--- src/rtl/ckf_pkg.sv ---
// ----------------------------------------------------------------------------
// ckf_pkg: shared types, constants and bucket helpers
// Sizes of the bucket store, fingerprint reduction constants, status codes,
// sequencer states and small functions that build the index mask or inspect or update one bucket.
// ----------------------------------------------------------------------------
package ckf_pkg;

  localparam int MAX_BUCKETS      = 1024;
  localparam int SLOTS_PER_BUCKET = 4;
  localparam int FINGERPRINT_BITS = 7;
  localparam int MAX_KICKS        = 500;

  localparam int HASH_W    = 64;
  localparam int CFG_W     = 4;
  localparam int IDX_W     = $clog2(MAX_BUCKETS);
  localparam int SLOT_W    = (SLOTS_PER_BUCKET > 1) ? $clog2(SLOTS_PER_BUCKET) : 1;
  localparam int KICK_W    = $clog2(MAX_KICKS + 1);
  localparam int FP_MOD    = (1 << FINGERPRINT_BITS) - 1;
  localparam int DIGITS    = (HASH_W + FINGERPRINT_BITS - 1) / FINGERPRINT_BITS;
  localparam int DIG_CNT_W = $clog2(DIGITS);
  localparam int CFG_RESET = 10;

  typedef logic [FINGERPRINT_BITS-1:0]                       fp_t;
  typedef logic [IDX_W-1:0]                                  idx_t;
  typedef logic [SLOTS_PER_BUCKET-1:0][FINGERPRINT_BITS-1:0] bucket_t;

  typedef enum logic [1:0] {
    STATUS_LOOKUP   = 2'd0,
    STATUS_INSERTED = 2'd1,
    STATUS_PRESENT  = 2'd2,
    STATUS_FULL     = 2'd3
  } status_t;

  typedef enum logic [3:0] {
    ST_CLEAR,
    ST_IDLE,
    ST_REDUCE,
    ST_RD1,
    ST_RD2,
    ST_CHECK,
    ST_KREAD,
    ST_KCHECK
  } state_t;

  typedef struct packed {
    logic    we;
    idx_t    addr;
    bucket_t wdata;
  } ram_req_t;

  typedef struct packed {
    logic              found;
    logic [SLOT_W-1:0] slot;
  } empty_t;

  function automatic idx_t index_mask(logic [CFG_W-1:0] k);
    logic [CFG_W-1:0] kc;
    kc = k;
    if (kc < CFG_W'(1)) begin
      kc = CFG_W'(1);
    end else if (kc > CFG_W'(IDX_W)) begin
      kc = CFG_W'(IDX_W);
    end
    return ~({IDX_W{1'b1}} << kc);
  endfunction

  function automatic logic bucket_holds(bucket_t b, fp_t fp);
    logic r;
    r = 1'b0;
    for (int s = 0; s < SLOTS_PER_BUCKET; s++) begin
      if (b[s] == fp) begin
        r = 1'b1;
      end
    end
    return r;
  endfunction

  function automatic empty_t first_empty(bucket_t b);
    empty_t r;
    r = '{found: 1'b0, slot: '0};
    for (int s = SLOTS_PER_BUCKET - 1; s >= 0; s--) begin
      if (b[s] == '0) begin
        r.found = 1'b1;
        r.slot  = SLOT_W'(s);
      end
    end
    return r;
  endfunction

  function automatic bucket_t set_slot(bucket_t b, logic [SLOT_W-1:0] s, fp_t fp);
    bucket_t r;
    r    = b;
    r[s] = fp;
    return r;
  endfunction

endpackage

--- src/rtl/ckf_fp_reduce.sv ---
// ----------------------------------------------------------------------------
// ckf_fp_reduce: digit-serial fingerprint reduction
// Reduces a 64-bit hash modulo 127 one 7-bit digit per cycle, using the fact
// that 128 is congruent to 1, with one add and conditional subtract.
// ----------------------------------------------------------------------------
module ckf_fp_reduce import ckf_pkg::*; (
  input  logic              clk,
  input  logic              rst,
  input  logic              load,
  input  logic [HASH_W-1:0] value,
  output logic              valid,
  output fp_t               rem
);

  logic [HASH_W-1:0]    shreg;
  logic [DIG_CNT_W-1:0] cnt;
  logic                 running;
  logic [FINGERPRINT_BITS:0] sum;
  fp_t                  acc_next;

  always_comb begin
    sum = {1'b0, rem} + {1'b0, shreg[FINGERPRINT_BITS-1:0]};
    if (sum >= (FINGERPRINT_BITS+1)'(FP_MOD)) begin
      acc_next = fp_t'(sum - (FINGERPRINT_BITS+1)'(FP_MOD));
    end else begin
      acc_next = fp_t'(sum);
    end
  end

  always_ff @(posedge clk) begin
    if (rst) begin
      running <= 1'b0;
      valid   <= 1'b0;
    end else begin
      valid <= 1'b0;
      if (load) begin
        shreg   <= value;
        rem     <= '0;
        cnt     <= '0;
        running <= 1'b1;
      end else if (running) begin
        rem   <= acc_next;
        shreg <= shreg >> FINGERPRINT_BITS;
        cnt   <= cnt + DIG_CNT_W'(1);
        if (cnt == DIG_CNT_W'(DIGITS - 1)) begin
          running <= 1'b0;
          valid   <= 1'b1;
        end
      end
    end
  end

endmodule

--- config.mk ---
export PLATFORM = sky130hd
export DESIGN_NAME = ckf_fp_reduce
export DESIGN_NICKNAME = d
export VERILOG_FILES = /design/src/rtl/ckf_pkg.sv /design/src/rtl/ckf_fp_reduce.sv
export SDC_FILE = /design/constraint.sdc
export NUM_CORES = 1
export LEC_CHECK = 0
export BUFFER_PORTS_ARGS = -buffer_cell sky130_fd_sc_hd__buf_4
export CORE_ASPECT_RATIO = 0.7
export CORE_UTILIZATION = 59
export CTS_CLUSTER_SIZE = 10
export DETAILED_ROUTE_END_ITERATION = 7
export PLACE_DENSITY = 0.85
export SKIP_LAST_GASP = 1
export SYNTH_ARGS = -nofsm -noshare
export SYNTH_HDL_FRONTEND = slang
export SYNTH_SLANG_ARGS = --single-unit
--- constraint.sdc ---
create_clock -name clk -period 9.6 [get_ports clk]
set_input_delay 1.92 -clock clk [delete_from_list [all_inputs] [get_ports clk]]
set_output_delay 1.92 -clock clk [all_outputs]
set_load 0.01 [all_outputs]
# [Yosys cells after proc, flatten, opt, wreduce, memory -nomap -nowiden]
# Index checks and enable logic that the tools add are counted.
[classes] n_addsub=3 reduce_logical=3 n_lt_le_gt_ge=1 mux=9 n_eq_ne=1 bitwise_logic=2
[ops] op="$mux 64" n=2
[ops] op="$mux 7" n=2
[ops] op="$add 7x7->8" n=1
[ops] op="$ge 8x7->1 const B" n=1
[ops] op="$sub 7x7->7 const B" n=1
[ops] op="$add 4x1->4 const B" n=1
[ops] op="$eq 4x4->1 const B" n=1
[ops] op="$mux 1" n=4
[ops] op="$mux 4" n=1
[ops] op="$reduce_or 3->1" n=1
[ops] op="$not 1->1" n=2
[ops] op="$reduce_and 2->1" n=1
[ops] op="$reduce_bool 2->1" n=1
[word_totals] input_bits=67 wordCells=24 register_bits=77 out_inout_bits=8

# [Logic depth before layout (Yosys ltp)]
# Gate-level depths: netlist (run 1).
[depth] word_depth=4 ltp_mapped=10 mapped_depth_nobuf=10

# [Worst setup path after synthesis (run 1)]
# OpenSTA, ideal clock, no wires.
[synth_timing] path_kind="in2reg" start="input load" end="register cnt[0] (enable)" path_stages=4 required_time_ps=9091 n_path_buf=2 slack_ps=3456 t_arrival_ps=5635 path_cell_list="clkbuf_1 > buf_1 > nor2_1 > nor2_1"
[synth_between] elab_chain_len=2
[synth_lines] element="start, declared" line_no="ckf_fp_reduce.sv:9" rtl="input logic load,"
[synth_lines] element="$reduce_bool 2->1 (no source line)"
[synth_lines] element="$reduce_and 2->1 (no source line)"
[synth_lines] element="end signal, assigned" line_no="ckf_fp_reduce.sv:44" rtl="cnt <= cnt + DIG_CNT_W'(1);"
[synth_lines] element="end, declared" line_no="ckf_fp_reduce.sv:16" rtl="logic [DIG_CNT_W-1:0] cnt;"
# Every way passes these cells.
# A chain may end at the register's enable or synchronous reset.

# [Worst setup path in the final report (run 1)]
[layout_timing] start="input load" end="register shreg[41] (enable)"
[layout_between] elab_chain_len=2
[layout_lines] element="$reduce_bool 2->1 (no source line)"
[layout_lines] element="$reduce_and 2->1 (no source line)"
[layout_lines] element="end signal, assigned" line_no="ckf_fp_reduce.sv:37" rtl="shreg <= value;"
[layout_lines] element="end signal, assigned" line_no="ckf_fp_reduce.sv:43" rtl="shreg <= shreg >> FINGERPRINT_BITS;"
[layout_lines] element="end, declared" line_no="ckf_fp_reduce.sv:15" rtl="logic [HASH_W-1:0] shreg;"
# Every way passes these cells.

==> impl_results.md, run 1 <==
* Run status: complete, no violations
* Core Rows at 23
* Later-pin clock latency in the skew report at 0.34 ns
* Worst hold slack at slightly below 0.5 ns
* Cell seen most often among critical-path stages: buf_4
* Clock transition at the register clock pins on the worst setup and hold paths after CTS at 0.07 ns
* Fmax at 239 MHz
* Unrepaired setup endpoints after global routing: no
* Post-synthesis cell area at 3590 sq um
* Wire length of the first global-routing pass at around 9300 um
* Synth Area per Inst at between 15 and 20 sq um
* Maximum fanout encountered on the critical timing path at between 70 and 80
* Total congestion overflow at 0
* Warnings, synthesis at 0
* Portion of the post-synthesis area used by sequential elements at 63.9%
* CTS tree: done
* Worst Clk Skew at roughly 0.0067 ns
* Count of hold buffers inserted by post-cts repair at 0
* Final layout net count at 384
* Cell count after synthesis at approximately 230
* Post-synth cell types at 33
* Critical Setup Path Class: in -> reg
* Family with the most delay on the worst path: buffers and inverters
* Fin Setup TNS at 0 ns
* Post-CTS setup buffer count at 0
* Reported max-cap violation count at 0
* Worst endpoint data arrival time at 4.16 ns
* Filler cells at 359
* Final-report hold violation count at 0
* Final wirelength at 6090 um
* Final setup violation count at 0
* Area Overhead vs Synth at 23.6%
* Antenna-violating nets left at 0
* Pwr per Cell Area at 181 nW/um^2
* Number of storage elements in the synthesis netlist at 77
* GRT Util Overall at around 20%
* Buffers on Ports at between 70 and 80
* Endpoint class of the critical path: register
* Via count of the routed design at 2,085
* Width of the chip at 95.2 um
* Total number of clock tree sinks at 77
* Detail Placement HPWL at 4090 um
* Peak ir drop on the vdd network at roughly 0.13 mV
* Mean number of vias per cell at 5.40
* DRC violation count after routing at 0
* Critical path launch point type: input port
* Actual slew at the worst max-slew pin at between 0.9 and 1 ns
* Max Slew Vio Count at 0
* CTS Root Cell: clkbuf_8
* Static power due to leakage at 1.72 nW
* Proportion of layout cells with a drive suffix above 1 at 42.4%
* Average wire per cell in the routed design at 15.8 um
* Critical path cell sequence: buf_4 -> nor2_1 -> nor2_4 -> buf_4
* Via count of the first global-routing pass at 1,962
* Number of I/O pins at 75
* Initial antenna violation count at 0
* Number of design-rule violations left by the first detailed-router iteration at 156
* H-tree depth at 3
* Total CTS buffers at 9
* Die Height at 67.2 um
* Number of diodes added for antenna fixing at 0
* Maximum buffer depth of the clock tree at 2
* Final period demand of the worst path at 4.18 ns
* Post-route clock period utilization at a little over two fifths
* Tightest slew margin relative to the limit at between 30% and 40%
* Post-layout power at 0.000803 W
* Number of cells upsized or downsized after cts at 0
* Final weighted congestion of routability-driven global placement at 0.760
* Slowest stage cell on the critical path: nor2_4
* Core box area at 5780 sq um
* Worst min-delay path class: reg -> reg
* Area enclosed by the die boundary at 6400 sq um
* Router iterations before antenna repair at 4
* Number of nets in the synthesized netlist at a little over 300
* Initial cell density of the core at 62.0%
* WP buf/inv at 2
* Critical path data required time at 9.58 ns
* Maximum number of pins on one net before global-route repair at 78
* Critical path's largest stage delay at 0.73 ns
## path summary, 6_finish.rpt
kind	start	to	slack, ns	cells after the start
setup / recovery	load	shreg[41]	5.42	4
hold / removal	running	valid	0.48	1
setup reg to reg	rem[0]	rem[1]	6.54	10
hold reg to reg	running	valid	0.48	1
## report_power, final
part,leakage [nW],total (W),switching [W],internal (W)
Combinational,0.882,0.000132,0.0000662,0.0000654
Sequential,0.736,0.000407,0.00000745,0.000400
Clock,0.107,0.000264,0.000111,0.000153
Total,1.72,0.000803,0.000185,0.000618
## cells in the mapped netlist
| library cell | number | area [sq um] |
|---|---|---|
| and2_1 | 8 | 50.1 |
| xnor2_1 | 4 | 35.0 |
| or2_1 | 1 | 6.26 |
| xor2_1 | 3 | 26.3 |
| a21oi_2 | 1 | 8.76 |
| nand2b_1 | 1 | 6.26 |
| nor2_1 | 11 | 41.3 |
| mux2_2 | 36 | 405 |
| a21oi_1 | 7 | 35.0 |
| nor3b_1 | 3 | 22.5 |
| a31oi_1 | 2 | 12.5 |
| mux2i_1 | 1 | 10.0 |
| nor3_2 | 1 | 10.0 |
| or3_1 | 1 | 6.26 |
| nand3b_1 | 1 | 7.51 |
| clkbuf_1 | 3 | 11.3 |
| nand3_1 | 7 | 35.0 |
| edfxtp_1 | 75 | 2250 |
| a31o_1 | 1 | 8.76 |
| nor2_2 | 1 | 6.26 |
| dfxtp_1 | 2 | 40.0 |
| fa_1 | 1 | 20.0 |
| ha_1 | 10 | 125 |
| inv_1 | 9 | 33.8 |
| nand4_1 | 2 | 12.5 |
| and4_2 | 1 | 10.0 |
| a21o_1 | 5 | 37.5 |
| a2111oi_2 | 1 | 15.0 |
| mux2_1 | 21 | 236 |
| nor3_1 | 1 | 5.00 |
| o21ai_0 | 1 | 5.00 |
| buf_1 | 6 | 22.5 |
| o41ai_4 | 1 | 27.5 |
## final cells by class
class	instances	area (sq um)	share of cell area (%)
Clock buffer	12	145	3.27
Tap cell	75	93.8	2.12
Sequential cell	77	2290	51.7
Inverter	9	33.8	0.762
Clock inverter	4	72.6	1.64
Timing Repair Buffer	75	563	12.7
Multi-Input combinational cell	134	1230	27.8
## layout by cell type (no fill, tap or decap), types with 2 or more instances in the layout
cell type	instances
dfxtp_1	2
nor3b_1	3
mux2_1	21
inv_1	9
and2_1	8
a21o_1	5
clkbuf_8	10
edfxtp_1	75
nor2_1	10
buf_4	75
xor2_1	3
a21oi_1	7
bufinv_16	2
nand4_1	2
xnor2_1	4
nand3_1	7
mux2_2	36
ha_1	10
clkbuf_1	2
a31oi_1	2
## state kept, by name, indices dropped and copies added, names as in the netlist
| signal | flops |
|---|---|
| running | 1 |
| valid | 1 |
| shreg | 64 |
| cnt | 4 |
| rem | 7 |
## per-stage QoR
stage	cells	worst slack [ns]	utilization, %	cell area, sq um
floorplan	229	3.46	-	3590
global route	386	5.21	76.7	4440
detailed placement	370	5.03	72.9	4220
finish	386	5.42	76.7	4440
CTS	386	5.41	76.7	4440
global placement	370	5.09	72.9	4220
## cell families after synthesis
logic type	after synthesis	synth area share, %
flip-flops	77	63.9
multiplexers	58	18.2
AND/OR/NAND/NOR	39	6.10
AO/OA/AOI/OAI	19	4.19
buffers and inverters	18	1.88
adder cells (fa/ha/maj)	11	4.05
XOR/XNOR	7	1.71
## metal layers
| layer | share of wire, % | global-route usage (%) |
|---|---|---|
| met5 | 0 | 0 |
| met4 | 1.5 | 8.52 |
| met3 | 5.7 | 6.64 |
| met2 | 49 | 32.2 |
| met1 | 44 | 26.0 |
Note: power is estimated with default switching activity, not from simulation.
==> inputs of run 2 (changes only) <==
Settings changed: CORE_UTILIZATION 59 to 54, PLACE_DENSITY 0.85 to 0.79.
Clock period 9.6 ns to 4.35 ns, I/O delays scaled along.
==> run 2 against run 1 <==
  * Sequential share of layout area fell by 0.36 points
  * Count of clock-buffer cells in the layout fell by 3
  * Critical path depth grew 6
  * Largest cell class unchanged
  * Worst setup slack got worse by 4.1 ns
  * Non-clock buffer count rose by 1
  * Cell area up 0.71%
  * Clock power grew 140%
  * Die area is 9.0% higher
==> impl_results.md, run 2 (same netlist as run 1, synthesis figures left out) <==
* Run status: complete, no violations (unchanged)
* Number of I/O pins at 75 (unchanged)
* Router iterations before antenna repair at 4 (unchanged)
* Count of hold buffers inserted by post-cts repair at 0 (unchanged)
* Final period demand of the worst path at about 3.0 ns
* Post-CTS setup buffer count at 0 (unchanged)
* Largest register FFs at 64 (unchanged)
* Average wire per cell in the routed design at 15.7 um (was 15.8 um)
* Via count of the routed design at 2,106 (was 2,085)
* Most frequent cells in the layout: buf_4 (76), edfxtp_1 (75), mux2_2 (36) (was edfxtp_1 (75), buf_4 (75), mux2_2 (36))
* Peak ir drop on the vdd network at 0.244 mV (was 0.130 mV)
* Net switching power at 0.000419 W (was 0.000185 W)
* Reg2Reg Setup Slack at 1.36 ns (was 6.54 ns)
* Wire length of the first global-routing pass at 9890 um (was 9340 um)
* Detail Placement HPWL at 4130 um (was 4090 um)
* Fraction of power spent switching nets at 23.0% (about the same)
* Fin worst setup slack at 1.36 ns (was 5.42 ns)
* Fin Setup TNS at 0 ns (unchanged)
* Critical Setup Path Class: reg -> reg (was in -> reg)
* Worst endpoint data arrival time at 3.06 ns (was 4.16 ns)
* DRC violation count after routing at 0 (unchanged)
* Number of cells upsized or downsized after cts at 0 (unchanged)
* Final-report hold violation count at 0 (unchanged)
* Core Rows at 24 (was 23)
* Number of diodes added for antenna fixing at 0 (unchanged)
* Largest reg by FF count: shreg (unchanged)
* Logic pwr share at 15.8% (was 16.4%)
* Die Height at 70.2 um (was 67.2 um)
* Worst Clk Skew at 0.00937 ns (was 0.00667 ns)
* Critical path launch point type: register (was input port)
* Total congestion overflow at 0 (unchanged)
* CTS Root Cell: clkbuf_8 (unchanged)
* Unrepaired setup endpoints after global routing: no (unchanged)
* Filler cells at 472 (was 359)
* Maximum fanout encountered on the critical timing path at 10 (was 77)
* Actual slew at the worst max-slew pin at 0.896 ns (was 0.901 ns)
* Total cell area at the placement stage at 4230 sq um (was 4220 sq um)
* Max Slew Vio Count at 0 (unchanged)
* Startpoint of the most critical hold path: running (unchanged)
* Fin area at 4470 sq um (was 4440 sq um)
* Later-pin clock latency in the skew report at 0.34 ns (about the same)
* Cell Int Power at 0.00140 W (was 0.000618 W)
* Setup WS pre-CTS at 1.34 ns (was 5.03 ns)
* Most common cell after layout, fill and taps aside: buf_4
* Total CTS buffers at 9 (unchanged)
* Initial antenna violation count at 0 (unchanged)
* Static power due to leakage at 1.74 nW (was 1.72 nW)
* Worst min-delay path class: reg -> reg (unchanged)
* Pwr per Cell Area at 408 nW/um^2 (was 181 nW/um^2)
* Portion of total power attributed to the clock network at 34.9% (was 32.9%)
* Initial cell density of the core at 56.9% (was 62.0%)
* Maximum buffer depth of the clock tree at 2 (unchanged)
* Total number of clock tree sinks at 77 (unchanged)
* Fmax at 334 MHz
* Antenna-violating nets left at 0 (unchanged)
* Final setup violation count at 0 (unchanged)
* Clock transition at the register clock pins on the worst setup and hold paths after CTS at 0.08 ns (was 0.07 ns)
* Post-route clock period utilization at ~69%
* Number of cells in the design after placement at 374 (was 370)
* Mean number of vias per cell at 5.40 (about the same)
* Number of design-rule violations left by the first detailed-router iteration at 86 (was 156)
* GRT Util Overall at 19.0% (was 20.3%)
* Proportion of layout cells with a drive suffix above 1 at 42.9% (was 42.4%)
* Cell depth of the worst min-delay path at 1 (unchanged)
* CTS tree: done (unchanged)
* Worst r2r path cells at 10 (unchanged)
* Core box area at 6310 sq um (was 5780 sq um)
* Maximum number of pins on one net before global-route repair at 78 (unchanged)
* Via count of the first global-routing pass at 2,038 (was 1,962)
* Width of the chip at 99.4 um (was 95.2 um)
* Non-filler instance count after layout at 390 (was 386)
* Startpoint of the worst-slack reg-to-reg timing path: rem[0] (unchanged)
* Buffers on Ports at 74 (unchanged)
* H-tree depth at 3 (unchanged)
* Reg-to-Reg End: rem[1] (unchanged)
* Reported max-cap violation count at 0 (unchanged)
* End point of the worst hold path: valid (unchanged)
* Tightest slew margin relative to the limit at 40.3% (was 39.8%)
* Area enclosed by the die boundary at 6980 sq um (was 6400 sq um)
* Endpoint class of the critical path: register (unchanged)
* Final wirelength at 6110 um (was 6090 um)
* Part of the power in registers at 49.3% (was 50.7%)
* Final layout net count at 385 (was 384)
* Area Overhead vs Synth at 24.5% (was 23.6%)
* Critical path data required time at 4.42 ns (was 9.58 ns)
* Final weighted congestion of routability-driven global placement at 0.782 (was 0.760)
* Largest registers: shreg x64, rem x7, cnt x4 (unchanged)
[run 2: cell types whose count changed in the layout (fill, tap and decap cells not counted), sizes merged]
cell	before	now
buf	75	76
bufinv	2	3
clkbuf	12	9
clkinv	1	2
clkinvlp	1	2
[run 2: how the worst max path moves through the flow]
stage	start	endpoint	slack, ns
after floorplan	load	cnt[0]	0.51
after global placement	rem[0]	rem[1]	1.43
after detailed placement	rem[0]	rem[1]	1.34
after CTS	rem[0]	rem[1]	1.35
after global routing	rem[0]	rem[1]	1.22
final	rem[0]	rem[1]	1.36
[run 2: per-stage QoR]
stage          total power (W)  utilization (%)  hold slack (ns)
6_report               0.00182             70.8            0.475
3_3_place_gp           0.00119             67.1            0.464
5_1_grt                0.00190             70.8            0.482
3_5_place_dp           0.00120             67.1            0.465
4_1_cts                0.00184             70.8            0.477
2_1_floorplan          0.00111                -            0.454
[run 2: layout make-up]
type / count / area [sq um] / share of cell area (%)
Multi-Input combinational cell: 134 / 1230 / 27.6
Clock inverter: 7 / 114 / 2.55
Inverter: 9 / 33.8 / 0.756
Clock buffer: 9 / 124 / 2.77
Sequential cell: 77 / 2290 / 51.3
Tap cell: 78 / 97.6 / 2.18
Timing Repair Buffer: 76 / 571 / 12.8
[run 2: worst max-delay path, stage by stage (launching register included)]
cell and delay [ns]:
edfxtp_1 0.42, ha_1 0.23, inv_1 0.07, fa_1 0.42, inv_1 0.09, ha_1 0.18, inv_1 0.04, or3_1 0.43
o41ai_4 0.55, mux2i_1 0.25, nor2_1 0.05
[run 2: power groups by stage]
stage               Combinational (W)  Sequential [W]  Clock [W]
floorplan                    0.000190        0.000916          0
global placement             0.000279        0.000914          0
detailed placement           0.000288        0.000916          0
CTS                          0.000290        0.000900   0.000649
global route                 0.000317        0.000904   0.000679
finish                       0.000288        0.000899   0.000637
[run 2: layer usage]
layer | track usage, % | routed length (um)
met5 | 0 | 0
met4 | 4.90 | 56
met3 | 7.81 | 364
met2 | 29.6 | 2880
met1 | 24.8 | 2810
==> inputs of run 3 (changes only) <==
Clock period 4.35 ns to 2.9 ns, I/O delays scaled along.
==> run 3 against run 2 <==
  * Routed wire length increased by 0.65%
  * Final cell count increased by 1.0%
  * Global-route usage fell by 0.15 points
  * Clock skew fell by 0.0012 ns
  * Die area unchanged
  * Largest power group unchanged
  * Highest routed layer unchanged
==> impl_results.md, run 3 (same netlist as run 1, synthesis figures left out) <==
* Area taken by flip-flops and latches at 2290 sq um (unchanged)
* Pwr per Cell Area at 610 nW/um^2 (was 408 nW/um^2)
* Post-layout power at 0.00275 W (was 0.00182 W)
* CTS tree: done (unchanged)
* Clock transition at the register clock pins on the worst setup and hold paths after CTS at 0.08 ns (about the same)
* Largest registers: shreg x64, rem x7, cnt x4 (unchanged)
* Maximum buffer depth of the clock tree at 2 (unchanged)
* Reported max-cap violation count at 0 (unchanged)
* Worst min-delay path class: in -> reg (was reg -> reg)
* Actual slew at the worst max-slew pin at 0.645 ns (was 0.896 ns)
* Final wirelength at 6150 um (was 6110 um)
* Final weighted congestion of routability-driven global placement at 0.800 (was 0.782)
* Portion of total power attributed to the clock network at 34.7% (was 34.9%)
* Core box area at 6310 sq um (unchanged)
* Peak ir drop on the vdd network at 0.312 mV (was 0.244 mV)
* Combined area of the multi-input logic cells at 1240 sq um (was 1230 sq um)
* Detail Placement HPWL at 4290 um (was 4130 um)
* Via count of the routed design at 2,114 (was 2,106)
* Later-pin clock latency in the skew report at 0.34 ns (about the same)
* Largest reg by FF count: shreg (unchanged)
* Antenna-violating nets left at 0 (unchanged)
* Average wire per cell in the routed design at 15.6 um (was 15.7 um)
* Fin worst setup slack at 0.126 ns (was 1.36 ns)
* Startpoint of the worst-slack reg-to-reg timing path: rem[0] (unchanged)
* Fin area at 4510 sq um (was 4470 sq um)
* Final-report hold violation count at 0 (unchanged)
* Top layer in use: met4 (unchanged)
* Buffers on Ports at 74 (unchanged)
* Critical path cell sequence: ha_1 -> inv_1 -> fa_1 -> inv_1 -> ha_2 -> inv_1 -> or3_1 -> o41ai_4 -> buf_4 -> mux2i_1 -> nor2_1 (was ha_1 -> inv_1 -> fa_1 -> inv_1 -> ha_1 -> inv_1 -> or3_1 -> o41ai_4 -> mux2i_1 -> nor2_1)
* Maximum number of pins on one net before global-route repair at 52 (was 78)
* Total congestion overflow at 0 (unchanged)
* Run status: complete, no violations (unchanged)
* Mean number of vias per cell at 5.37 (was 5.40)
* Critical Setup Path Class: reg -> reg (unchanged)
* Most frequent cells in the layout: buf_4 (79), edfxtp_1 (75), mux2_2 (36) (was buf_4 (76), edfxtp_1 (75), mux2_2 (36))
* Number of diodes added for antenna fixing at 0 (unchanged)
* Die Height at 70.2 um (unchanged)
* Maximum fanout encountered on the critical timing path at 5 (was 10)
* Part of the power in registers at 49.1% (was 49.3%)
* Area enclosed by the die boundary at 6980 sq um (unchanged)
* Count of hold buffers inserted by post-cts repair at 0 (unchanged)
* Logic pwr share at 16.2% (was 15.8%)
* Initial antenna violation count at 0 (unchanged)
* Max Slew Vio Count at 0 (unchanged)
* Family with the most delay on the worst path: adder cells (unchanged)
* Via count of the first global-routing pass at 2,093 (was 2,038)
* Final setup violation count at 0 (unchanged)
* Worst r2r path cells at 11 (was 10)
* DRC violation count after routing at 0 (unchanged)
* H-tree depth at 3 (unchanged)
* Slowest stage cell on the critical path: or3_1 (was o41ai_4)
* Proportion of layout cells with a drive suffix above 1 at 43.7% (was 42.9%)
* Worst endpoint data arrival time at 2.86 ns (was 3.06 ns)
* Area Overhead vs Synth at 25.8% (was 24.5%)
* Fraction of power spent switching nets at 22.8% (was 23.0%)
* Router iterations before antenna repair at 4 (unchanged)
* Critical path launch point type: register (unchanged)
* WP buf/inv at 4 (was 3)
* Most common cell after layout, fill and taps aside: buf_4 (unchanged)
* Critical Path Sink: rem[1] (unchanged)
* Reg-to-Reg End: rem[1] (unchanged)
* Static power due to leakage at 1.76 nW (was 1.74 nW)
* Routed wire length on met2 at 2910 um (was 2880 um)
* Net switching power at 0.000627 W (was 0.000419 W)
* Endpoint class of the critical path: register (unchanged)
* CTS Root Cell: clkbuf_8 (unchanged)
* Post-route clock period utilization at 95.6% (was 68.7%)
* WL met1 at 2750 um (was 2810 um)
* Critical path's largest stage delay at 0.43 ns (was 0.55 ns)
* Final period demand of the worst path at 2.77 ns (was 2.99 ns)
* GRT Util Overall at 18.8% (was 19.0%)
* Worst Clk Skew at 0.00817 ns (was 0.00937 ns)
* Total cell area at the placement stage at 4260 sq um (was 4230 sq um)
* Setup WS pre-CTS at 0.123 ns (was 1.34 ns)
* Initial cell density of the core at 56.9% (unchanged)
* Worst hold slack at 0.428 ns (was 0.475 ns)
* Core Rows at 24 (unchanged)
* Total number of clock tree sinks at 77 (unchanged)
* Critical path data required time at 2.99 ns (was 4.42 ns)
* Tightest slew margin relative to the limit at 57.0% (was 40.3%)
* Cell seen most often among critical-path stages: inv_1 (unchanged)
* CP startpoint: rem[0] (unchanged)
* Fmax at 361 MHz (was 334 MHz)
* Wire length of the first global-routing pass at 9750 um (was 9890 um)
* Width of the chip at 99.4 um (unchanged)
* Number of design-rule violations left by the first detailed-router iteration at 102 (was 86)
* Final layout net count at 389 (was 385)
* Cell Int Power at 0.00212 W (was 0.00140 W)
* Largest register FFs at 64 (unchanged)
* Met3 wirelength from detailed routing at 447 um (was 364 um)
* Filler cells at 442 (was 472)
* Number of I/O pins at 75 (unchanged)
* Total CTS buffers at 9 (unchanged)
* Worst path depth at 11 (was 10)
* Reg2Reg Setup Slack at 0.13 ns (was 1.36 ns)
[run 3: changes by cell type in the layout (fill, tap and decap cells not counted)]
cell        before  now
buf_12           0    1
clkbuf_1         0    1
clkinvlp_4       2    1
ha_2             0    1
clkinv_2         1    0
buf_4           76   79
ha_1            10    9
inv_6            0    1
[run 3: routing by layer]
layer | up-vias | track usage [%]
met3 | 4 | 8.01
met1 | 1013 | 24.8
li1 | 1028 | -
met5 | - | 0
met4 | 0 | 4.90
met2 | 69 | 28.9
[run 3: through the flow]
| step | setup TNS [ns] | instances | util (%) |
|---|---|---|---|
| 5_1_grt | -0.000889 | 394 | 71.5 |
| 3_3_place_gp | 0 | 377 | 67.6 |
| 3_5_place_dp | 0 | 377 | 67.6 |
| 6_report | 0 | 394 | 71.5 |
| 2_1_floorplan | 0 | 229 | - |
| 4_1_cts | 0 | 393 | 71.4 |
[run 3: cell type report]
type,count,share of cell area [%]
clock buffer,10,2.83
multi-input combinational,134,27.4
sequential,77,50.8
inverter,9,0.749
clock inverter,6,2.44
timing repair buffer,80,13.6
tap,78,2.16
[run 3: worst reg2reg max path, cell delays in order, from the launching register on]
cell and delay, ns:
edfxtp_1 0.40, ha_1 0.23, inv_1 0.07, fa_1 0.42, inv_1 0.09, ha_2 0.19, inv_1 0.04, or3_1 0.43
o41ai_4 0.24, buf_4 0.19, mux2i_1 0.18, nor2_1 0.06
[run 3: power groups by stage]
stage	Sequential [W]	Clock [W]	Combinational [W]
after floorplan	0.00137	0	0.000286
after global placement	0.00137	0	0.000430
after detailed placement	0.00138	0	0.000444
after CTS	0.00135	0.000980	0.000446
after global routing	0.00136	0.00102	0.000491
final	0.00135	0.000956	0.000446
[run 3: how the worst min path moves through the flow]
stage | start | end | cells after the start
floorplan | running | valid | 1
global placement | running | valid | 1
detailed placement | running | valid | 1
CTS | rst | valid | 2
global route | rst | valid | 2
finish | rst | valid | 2
[run 3: repair_timing]
item	CTS	global route
setup endpoints to repair	0	1
resized for setup	0	1
setup buffers	0	1
